`src/q8d_pkg.sv`:
```
// Shared constants and the half-scale times byte conversion function.
`default_nettype none
package q8d_pkg;
  localparam int BLOCK_ELEMENTS_DEF = 32;
  localparam int PROD_W = 18;

  function automatic logic [31:0] scale_value(input logic [15:0] h, input logic [7:0] q);
    logic hsign, qneg, sgn;
    logic [4:0] hexp;
    logic [9:0] hman;
    logic [7:0] qmag;
    logic [10:0] mfull;
    logic [4:0] e;
    logic [PROD_W-1:0] prod;
    logic [4:0] top;
    logic [PROD_W-1:0] norm;
    logic [7:0] fexp;
    hsign = h[15];
    hexp = h[14:10];
    hman = h[9:0];
    qneg = q[7];
    qmag = qneg ? (8'd0 - q) : q;
    sgn = hsign ^ qneg;
    mfull = (hexp == 5'd0) ? {1'b0, hman} : {1'b1, hman};
    e = (hexp == 5'd0) ? 5'd1 : hexp;
    prod = PROD_W'(mfull * qmag);
    top = 5'd0;
    for (int i = 0; i < PROD_W; i++) begin
      if (prod[i]) top = 5'(i);
    end
    norm = prod << (5'(PROD_W - 1) - top);
    fexp = 8'(top) + 8'(e) + 8'd102;
    if (hexp == 5'd31) begin
      if (hman != 10'd0) scale_value = {hsign, 8'hFF, 1'b1, hman[8:0], 13'd0};
      else if (qmag == 8'd0) scale_value = 32'hFFC00000;
      else scale_value = {sgn, 31'h7F800000};
    end else if (prod == '0) begin
      scale_value = {sgn, 31'd0};
    end else begin
      scale_value = {sgn, fexp, norm[PROD_W-2:0], 6'd0};
    end
  endfunction
endpackage
`default_nettype wire

```
`src/q8d_ctrl.sv`:
```
// Byte position tracking and scale capture.
`default_nettype none
module q8d_ctrl import q8d_pkg::*; #(
  parameter int BLOCK_ELEMENTS = BLOCK_ELEMENTS_DEF
) (
  input  wire logic        clk,
  input  wire logic        rst_n,
  input  wire logic        take,
  input  wire logic [7:0]  byte_in,
  output logic             is_elem,
  output logic             is_last,
  output logic [15:0]      scale
);
  localparam int PW = $clog2(BLOCK_ELEMENTS + 2);
  logic [PW-1:0] pos_r, pos_nxt;
  logic [15:0] scale_r, scale_nxt;
  always_comb begin
    pos_nxt = pos_r;
    scale_nxt = scale_r;
    if (take) begin
      if (pos_r == PW'(0)) scale_nxt[7:0] = byte_in;
      if (pos_r == PW'(1)) scale_nxt[15:8] = byte_in;
      pos_nxt = is_last ? PW'(0) : pos_r + PW'(1);
    end
  end
  assign is_elem = pos_r >= PW'(2);
  assign is_last = pos_r == PW'(BLOCK_ELEMENTS + 1);
  assign scale = scale_r;
  always_ff @(posedge clk) begin
    if (!rst_n) begin
      pos_r <= '0;
      scale_r <= '0;
    end else begin
      pos_r <= pos_nxt;
      scale_r <= scale_nxt;
    end
  end
endmodule
`default_nettype wire

```
`src/q8_0_block_dequantizer_unit.sv`:
```
// Top level of the Q8_0 block dequantizer.
// Usage:
//   in_valid/in_ready carry one stream byte per request. Each block is two
//   scale bytes (half precision, low byte first) then BLOCK_ELEMENTS signed
//   quantized bytes. Scale bytes give no result.
//   out_valid/out_ready carry out_value_bits (float32 of scale * q) and
//   out_last_in_block on the final element of a block.
// Result: each accepted element byte is converted and stored in the output register.
// Throughput: one byte per cycle when not stalled, set by the single output
//   register which refills in the cycle it is drained.
// Reset: byte position and scale clear to zero; output register empties.
// Stall: while out_valid is high and out_ready low, in_ready drops and
//   the held result stays unchanged.
`default_nettype none
module q8_0_block_dequantizer_unit import q8d_pkg::*; #(
  parameter int BLOCK_ELEMENTS = BLOCK_ELEMENTS_DEF
) (
  input  wire logic        clk,
  input  wire logic        rst_n,
  input  wire logic        in_valid,
  output logic             in_ready,
  input  wire logic [7:0]  in_stream_byte,
  output logic             out_valid,
  input  wire logic        out_ready,
  output logic [31:0]      out_value_bits,
  output logic             out_last_in_block
);
  logic take, is_elem, is_last;
  logic [15:0] scale;
  logic valid_r;
  logic [31:0] val_r;
  logic last_r;
  assign in_ready = !valid_r || out_ready;
  assign take = in_valid && in_ready;
  q8d_ctrl #(.BLOCK_ELEMENTS(BLOCK_ELEMENTS)) u_ctrl (
    .clk, .rst_n, .take, .byte_in(in_stream_byte),
    .is_elem, .is_last, .scale
  );
  always_ff @(posedge clk) begin
    if (!rst_n) begin
      valid_r <= 1'b0;
    end else if (in_ready) begin
      valid_r <= take && is_elem;
    end
    if (take && is_elem) begin
      val_r <= scale_value(scale, in_stream_byte);
      last_r <= is_last;
    end
  end
  assign out_valid = valid_r;
  assign out_value_bits = val_r;
  assign out_last_in_block = last_r;
endmodule
`default_nettype wire

```
`config.mk`:
```
export PLATFORM = sky130hd
export DESIGN_NAME = q8_0_block_dequantizer_unit
export DESIGN_NICKNAME = d
export VERILOG_FILES = /design/src/q8d_pkg.sv /design/src/q8d_ctrl.sv /design/src/q8_0_block_dequantizer_unit.sv
export SDC_FILE = /design/constraint.sdc
export NUM_CORES = 1
export LEC_CHECK = 0
export BUFFER_PORTS_ARGS = -buffer_cell sky130_fd_sc_hd__buf_4
export CORE_MARGIN = 1
export CORE_UTILIZATION = 45
export CTS_CLUSTER_SIZE = 28
export DETAILED_ROUTE_END_ITERATION = 16
export GPL_ROUTABILITY_DRIVEN = 0
export HOLD_SLACK_MARGIN = 0.15
export SYNTH_ARGS = -nofsm -noshare
export SYNTH_HDL_FRONTEND = slang
export SYNTH_HIERARCHICAL = 1
export SYNTH_SLANG_ARGS = --single-unit
```
`constraint.sdc`:
```
create_clock -name clk -period 10.7 [get_ports clk]
set_input_delay 1.07 -clock clk [delete_from_list [all_inputs] [get_ports clk]]
set_output_delay 1.07 -clock clk [all_outputs]
set_load 0.005 [all_outputs]
```
==> results.md, run 1 <==
* Worst Path Max Fanout at 16
* Most common cell after layout, fill and taps aside: inv_1
* Post CTS Setup Buffer Count at 0
* IR drop worst, VDD at 0.1150 mV
* Net Sw Power at approximately 0.74 mW
* Clk_skew at approximately 0.008 ns
* Hold_buf cts at 0
* Final setup violation count at 0
* Leak Pwr at around 3.3 nW
* Hold path depth at 2
* Chip height at around 120 µm
* Fin nets at 868
* CTS tree: built
* Vias in the first global route at 5120
* Hold Path Class: register to register
* Initial antenna violation count at 0
* Status: complete, no violations
* Mapped Area at 0.006494 mm²
* Worst-case reg-to-reg path depth at 27
* First-pass GRT wire length at about 26000 µm
* Unrepaired setup endpoints after global routing: false
* Seq cells post-synth at 50
* Sequential power share at between 10% and 20%
* Slew Limit Fails at 0
* Via Count at 5194
* DR vias/cell at 5.585
* HP Start: u_ctrl/scale[15]
* Finished layout cell area at 0.007018 mm²
* Slew Limit Headroom at 28.08%
* WHS Endpoint: u_ctrl/scale[15]
* Wirelength per Cell at between 15 and 20 µm
* # IOs at 47
* Max H-tree Level at 2
* Worst-Margin Slew at 1.071 ns
* Worst EP arrival at 9.26 ns
* CP startpoint kind: input pin
* Worst-Skew Late Latency at slightly below 0.3 ns
* Antenna viol nets, final at 0
* Width of the chip at approximately 120 µm
* Synth async-reset ratio at 0%
* Setup TNS at 0 ns
* Largest net degree at the start of global routing at 31
* Cell Pwr Density at 216.5 mW/mm²
* P_int at 0.7807 mW
* Drt total wl at 16200 µm
* Final WS setup at between 1 and 1.5 ns
* DRT Pass-1 Iters at 5
* Detailed placement HPWL at 12770 µm
* Crit path required time at 10.72 ns
* Core Region at 0.01399 mm²
* Maxcap violations at 0
* Syn Area/Cell at between 8 and 9 µm²
* Worst-path clk slew at roughly 0.07 ns
* Most frequent cells in the layout: inv_1, nand2_1, fa_1
* Critical R2R Capture: out_value_bits[30]
* Port Buffers at 40
* Initial Utilization at 46.42%
* Sequential share of the synthesized area at between 10% and 20%
* DRC viols at 0
* Fin crit share at 86.34%
* Placement Cell Area at 0.006860 mm²
* Post-synth EDFFs at 27
* CTS buffer count at 5
* Share of cells above drive strength 1 at 10.27%
* CTS root buf: clkbuf_16
* F_max at 108.2 MHz
* Sw frac at 48.61%
* Ys flop type: edfxtp_1
* Antenna Cells at 0
* Setup Crit Path Kind: input pin to register
* Syn-to-layout area delta at 8.073%
* Num Clock Sinks at 50
* Crit path time final at 9.239 ns
* Comb pwr share at between 70% and 80%
* Yosys cell types at 80
* Initial DRC count at 539
* CTS max path bufs at 2
* Die footprint at 0.01491 mm²
* Clock power frac at 10.9%
* Reg2reg setup slack at 2.64 ns
* R2R Path Start: u_ctrl/scale[13]
* Worst slack at placement at 1.222 ns
* Final hold vios at 0
* Worst setup EP type: register
* Gr ovfl total at 0
* GRT Resource Usage Total at a little under a quarter
* Cells after Synth at 732
* Synth warnings at 6
* CTS resizes at 0
* Tot Pwr at around 1.5 mW
* Placement row count at 43
-- sequential cells by signal (all words and copies together) (netlist names) --
signal             count
out_last_in_block      1
out_valid              1
out_value_bits        26
u_ctrl/pos_r           6
u_ctrl/scale          16
-- logic make-up after synthesis --
kind of cell / count (synthesis) / synth area share [%]
AO/OA/AOI/OAI: 117 / 13.35
XOR/XNOR: 27 / 3.931
adder cells (fa/ha/maj): 107 / 26.97
buffers and inverters: 132 / 8.516
flip-flops: 50 / 19.58
multiplexers: 39 / 6.358
other: 1 / 0.05775
AND/OR/NAND/NOR: 259 / 21.23
-- worst max-delay path by stage --
stage | slack, ns | endpoint | cells after the start | startpoint
after CTS | 1.50 | out_value_bits[30] | 30 | in_stream_byte[0]
after global routing | 0.88 | out_value_bits[19] | 27 | in_stream_byte[0]
after detailed placement | 1.22 | out_value_bits[30] | 30 | in_stream_byte[0]
after floorplan | 2.33 | out_value_bits[30] | 34 | in_stream_byte[0]
after global placement | 1.45 | out_value_bits[30] | 30 | in_stream_byte[0]
final | 1.46 | out_value_bits[19] | 27 | in_stream_byte[0]
-- through the flow --
step / std cells / util, % / hold WS, ns
finish: 930 / 50.17 / 0.4841
global route: 930 / 50.17 / 0.5381
CTS: 930 / 50.17 / 0.4872
detailed placement: 922 / 49.04 / 0.4783
global placement: 922 / 49.04 / 0.4664
floorplan: 737 / - / 0.4335
-- synthesized netlist by cell type (3+ instances only) --
master    number  area [µm²]
or3_1          6       37.54
dfxtp_1       23       460.4
nand2b_1      10       62.56
o31ai_1        3       22.52
a22oi_1        8       60.06
buf_1          4       15.01
nand2_1       76       285.3
edfxtp_1      27       810.8
and3_1         7       43.79
o211ai_1       6       45.04
nand3_1        9       45.04
a32oi_1        4       35.03
buf_6          4       45.04
mux2i_1       36       360.4
buf_2          3       15.01
and2_1        42       262.8
buf_4          6       45.04
nor2b_1       33       206.5
xor2_1        13       113.9
clkbuf_1      20       75.07
nor4_1         6       37.54
nand3b_1       3       22.52
nor3_1        14       70.07
nor2_1        32       120.1
inv_1         92       345.3
o21ai_0       28       140.1
a21oi_1       27       135.1
nor3b_1        3       22.52
fa_1          55        1101
a21o_1         5       37.54
ha_1          52       650.6
xnor2_1       13       113.9
a31oi_1        3       18.77
-- cell type report --
| cell class | count | area (µm²) |
|---|---|---|
| multi-input combinational | 555 | 4688 |
| timing repair buffer | 43 | 322.8 |
| clock buffer | 7 | 153.9 |
| sequential | 50 | 1271 |
| clock inverter | 1 | 3.754 |
| fill | 1344 | 6970 |
| tap | 180 | 225.2 |
| inverter | 94 | 352.8 |
-- critical path, stage by stage --
cell and delay, ns:
buf_4 0.16, inv_1 0.07, ha_1 0.16, nand2b_1 0.10, o21ai_0 0.20, xor2_1 0.73
nor2b_1 0.18, fa_1 0.59, fa_1 0.44, fa_1 0.55, inv_1 0.05, fa_1 0.52
inv_1 0.04, ha_1 0.46, nand2_1 0.14, a211oi_4 0.33, o211ai_1 0.17, o21ai_0 0.44
a21oi_1 0.18, o211ai_2 0.63, o21bai_1 0.29, ha_1 0.30, o2111ai_1 0.16, o221ai_1 0.64
nor2_1 0.26, a22oi_1 0.24, o211ai_1 0.12
-- routing by layer --
metal | up-vias | routed length [µm] | GRT usage (%)
li1 | 2483 | - | -
met1 | 2531 | 7423 | 31.71
met2 | 159 | 7706 | 37.22
met3 | 21 | 834 | 2.949
met4 | 0 | 231 | 4.649
met5 | - | 0 | 0
-- power by group through the flow --
stage,Combinational (mW),Sequential [mW],Clock [mW]
floorplan,0.815,0.284,0
global placement,1.03,0.292,0
detailed placement,1.04,0.293,0
CTS,1.05,0.289,0.168
global route,1.16,0.291,0.177
finish,1.06,0.289,0.166
No activity file was read; power rests on OpenSTA's default activity.
==> run 2: changes to the inputs <==
- CTS_BUF_LIST: default -> sky130_fd_sc_hd__clkbuf_16
==> results.md, run 2 (synthesis results as in run 1) <==
* Largest net degree at the start of global routing at 31 (unchanged)
* DRT Pass-1 Iters at 5 (unchanged)
* Worst-case reg-to-reg path depth at 27 (unchanged)
* Worst Path Max Fanout at 16 (unchanged)
* Status: complete, no violations
* Crit path time final at 9.222 ns (-0.01687 ns)
* Placement row count at 43 (unchanged)
* CTS resizes at 0 (unchanged)
* GRT Resource Usage Total at 22.63% (unchanged)
* Via Count at 5199 (+0.096%)
* Vias in the first global route at 5120 (unchanged)
* Detailed placement HPWL at 12770 µm (unchanged)
* Final instance count without filler cells at 930 (unchanged)
* Final hold vios at 0 (unchanged)
* Hold path depth at 2 (unchanged)
* CTS root buf: clkbuf_16
* Share of cells above drive strength 1 at 10.27% (unchanged)
* Setup Crit Path Kind: input pin to register
* Worst-Margin Slew at 1.069 ns (-0.002103 ns)
* Fin util at 50.17% (unchanged)
* Setup TNS at 0 ns (unchanged)
* Wirelength per Cell at 17.36 µm (-0.30%)
* CTS max path bufs at 2 (unchanged)
* Fillers at 1344 (unchanged)
* Leak Pwr at 3.333 nW (+0.12%)
* IR drop worst, VDD at 0.1156 mV (+0.52%)
* CTS buffer count at 5 (unchanged)
* Placement Cell Area at 0.006860 mm² (unchanged)
* Core Region at 0.01399 mm² (unchanged)
* Initial Utilization at 46.42% (unchanged)
* Critical R2R Capture: out_value_bits[30]
* Max H-tree Level at 2 (unchanged)
* Max FFs per register at 26 (unchanged)
* Syn-to-layout area delta at 8.073% (unchanged)
* Reg2reg setup slack at 2.63 ns (about the same)
* CTS tree: built
* Most frequent cells in the layout: inv_1, nand2_1, fa_1
* Hold Path Class: register to register
* Worst-path clk slew at 0.07 ns (about the same)
* Slew Limit Headroom at 28.22% (+0.14 points)
* Antenna Cells at 0 (unchanged)
* Antenna viol nets, final at 0 (unchanged)
* Worst EP arrival at 9.24 ns (-0.02 ns)
* CP startpoint kind: input pin
* DR vias/cell at 5.590 (about the same)
* DRC viols at 0 (unchanged)
* WHS Endpoint: u_ctrl/scale[15]
* R2R Path Start: u_ctrl/scale[13]
* Chip height at 122.1 µm (unchanged)
* Worst slack at placement at 1.222 ns (unchanged)
* Finished layout cell area at 0.007018 mm² (unchanged)
* Gr ovfl total at 0 (unchanged)
* Hold_buf cts at 0 (unchanged)
* Clk_skew at 0.008348 ns (+0.0001552 ns)
* DP Cell Count at 922 (unchanged)
* Worst-Skew Late Latency at 0.29 ns (about the same)
* Width of the chip at 122.1 µm (unchanged)
* Post CTS Setup Buffer Count at 0 (unchanged)
* Maxcap violations at 0 (unchanged)
* Most common cell after layout, fill and taps aside: inv_1
* Fin nets at 868 (unchanged)
* Crit path required time at 10.72 ns (about the same)
* Critical Path Start: in_stream_byte[0]
* Worst setup EP type: register
* F_max at 108.4 MHz (+0.18%)
* Unrepaired setup endpoints after global routing: false
* Initial antenna violation count at 0 (unchanged)
* Initial DRC count at 442 (-18%)
* Port Buffers at 40 (unchanged)
* Final setup violation count at 0 (unchanged)
* HP Start: u_ctrl/scale[15]
* Fin crit share at 86.19% (-0.16 points)
* Die footprint at 0.01491 mm² (unchanged)
* First-pass GRT wire length at 26410 µm (unchanged)
* Num Clock Sinks at 50 (unchanged)
* Slew Limit Fails at 0 (unchanged)
* Drt total wl at 16150 µm (-0.30%)
* # IOs at 47 (unchanged)
* Final WS setup at 1.478 ns (+0.01687 ns)
* Cell Pwr Density at 216.5 mW/mm² (about the same)
run 2: changes by cell type in the layout (fill, tap and decap cells not counted):
cell | previous run | this run
clkbuf_1 | 1 | 0
inv_1 | 93 | 94
run 2: final cells by class:
class / count / area (µm²) / area share [%]
clock buffer: 6 / 150.1 / 2.139
clock inverter: 2 / 7.507 / 0.1070
inverter: 94 / 352.8 / 5.028
multi-input combinational: 555 / 4688 / 66.80
sequential: 50 / 1271 / 18.11
tap: 180 / 225.2 / 3.209
timing repair buffer: 43 / 322.8 / 4.600
run 2: worst max-delay path, stage by stage:
cell and delay [ns]:
buf_4 0.16, inv_1 0.07, ha_1 0.16, nand2b_1 0.10
o21ai_0 0.20, xor2_1 0.73, nor2b_1 0.18, fa_1 0.59
fa_1 0.44, fa_1 0.55, inv_1 0.05, fa_1 0.52
inv_1 0.04, ha_1 0.46, nand2_1 0.14, a211oi_4 0.33
o211ai_1 0.17, o21ai_0 0.44, a21oi_1 0.18, o211ai_2 0.63
o21bai_1 0.30, ha_1 0.30, o2111ai_1 0.16, o221ai_1 0.61
nor2_1 0.27, a22oi_1 0.24, o211ai_1 0.12
run 2: metal layers:
layer  share of wire (%)  vias up  wire (µm)  GRT usage (%)
li1                    -     2480          -              -
met1                  46     2536       7377          31.71
met2                  48      161       7711          37.22
met3                 5.1       22        823          2.949
met4                 1.4        0        234          4.649
met5                   0        -          0              0
run 2: through the flow:
| stage | hold slack (ns) | power, mW |
|---|---|---|
| after floorplan | 0.4335 | 1.099 |
| after global placement | 0.4664 | 1.322 |
| after detailed placement | 0.4783 | 1.334 |
| after CTS | 0.4872 | 1.509 |
| after global routing | 0.5381 | 1.631 |
| final | 0.4857 | 1.520 |
run 2: report_power, final:
part	switching, mW	internal [mW]	total [mW]
registers	0.0187	0.270	0.289
clock network	0.0659	0.0992	0.165
logic	0.655	0.410	1.07
total	0.740	0.780	1.52
run 2: how the worst max path moves through the flow:
stage	endpoint	slack, ns	cells past startpoint
2_1_floorplan	out_value_bits[30]	2.33	34
3_3_place_gp	out_value_bits[30]	1.45	30
3_5_place_dp	out_value_bits[30]	1.22	30
4_1_cts	out_value_bits[30]	1.50	30
5_1_grt	out_value_bits[19]	0.88	27
6_report	out_value_bits[19]	1.48	27
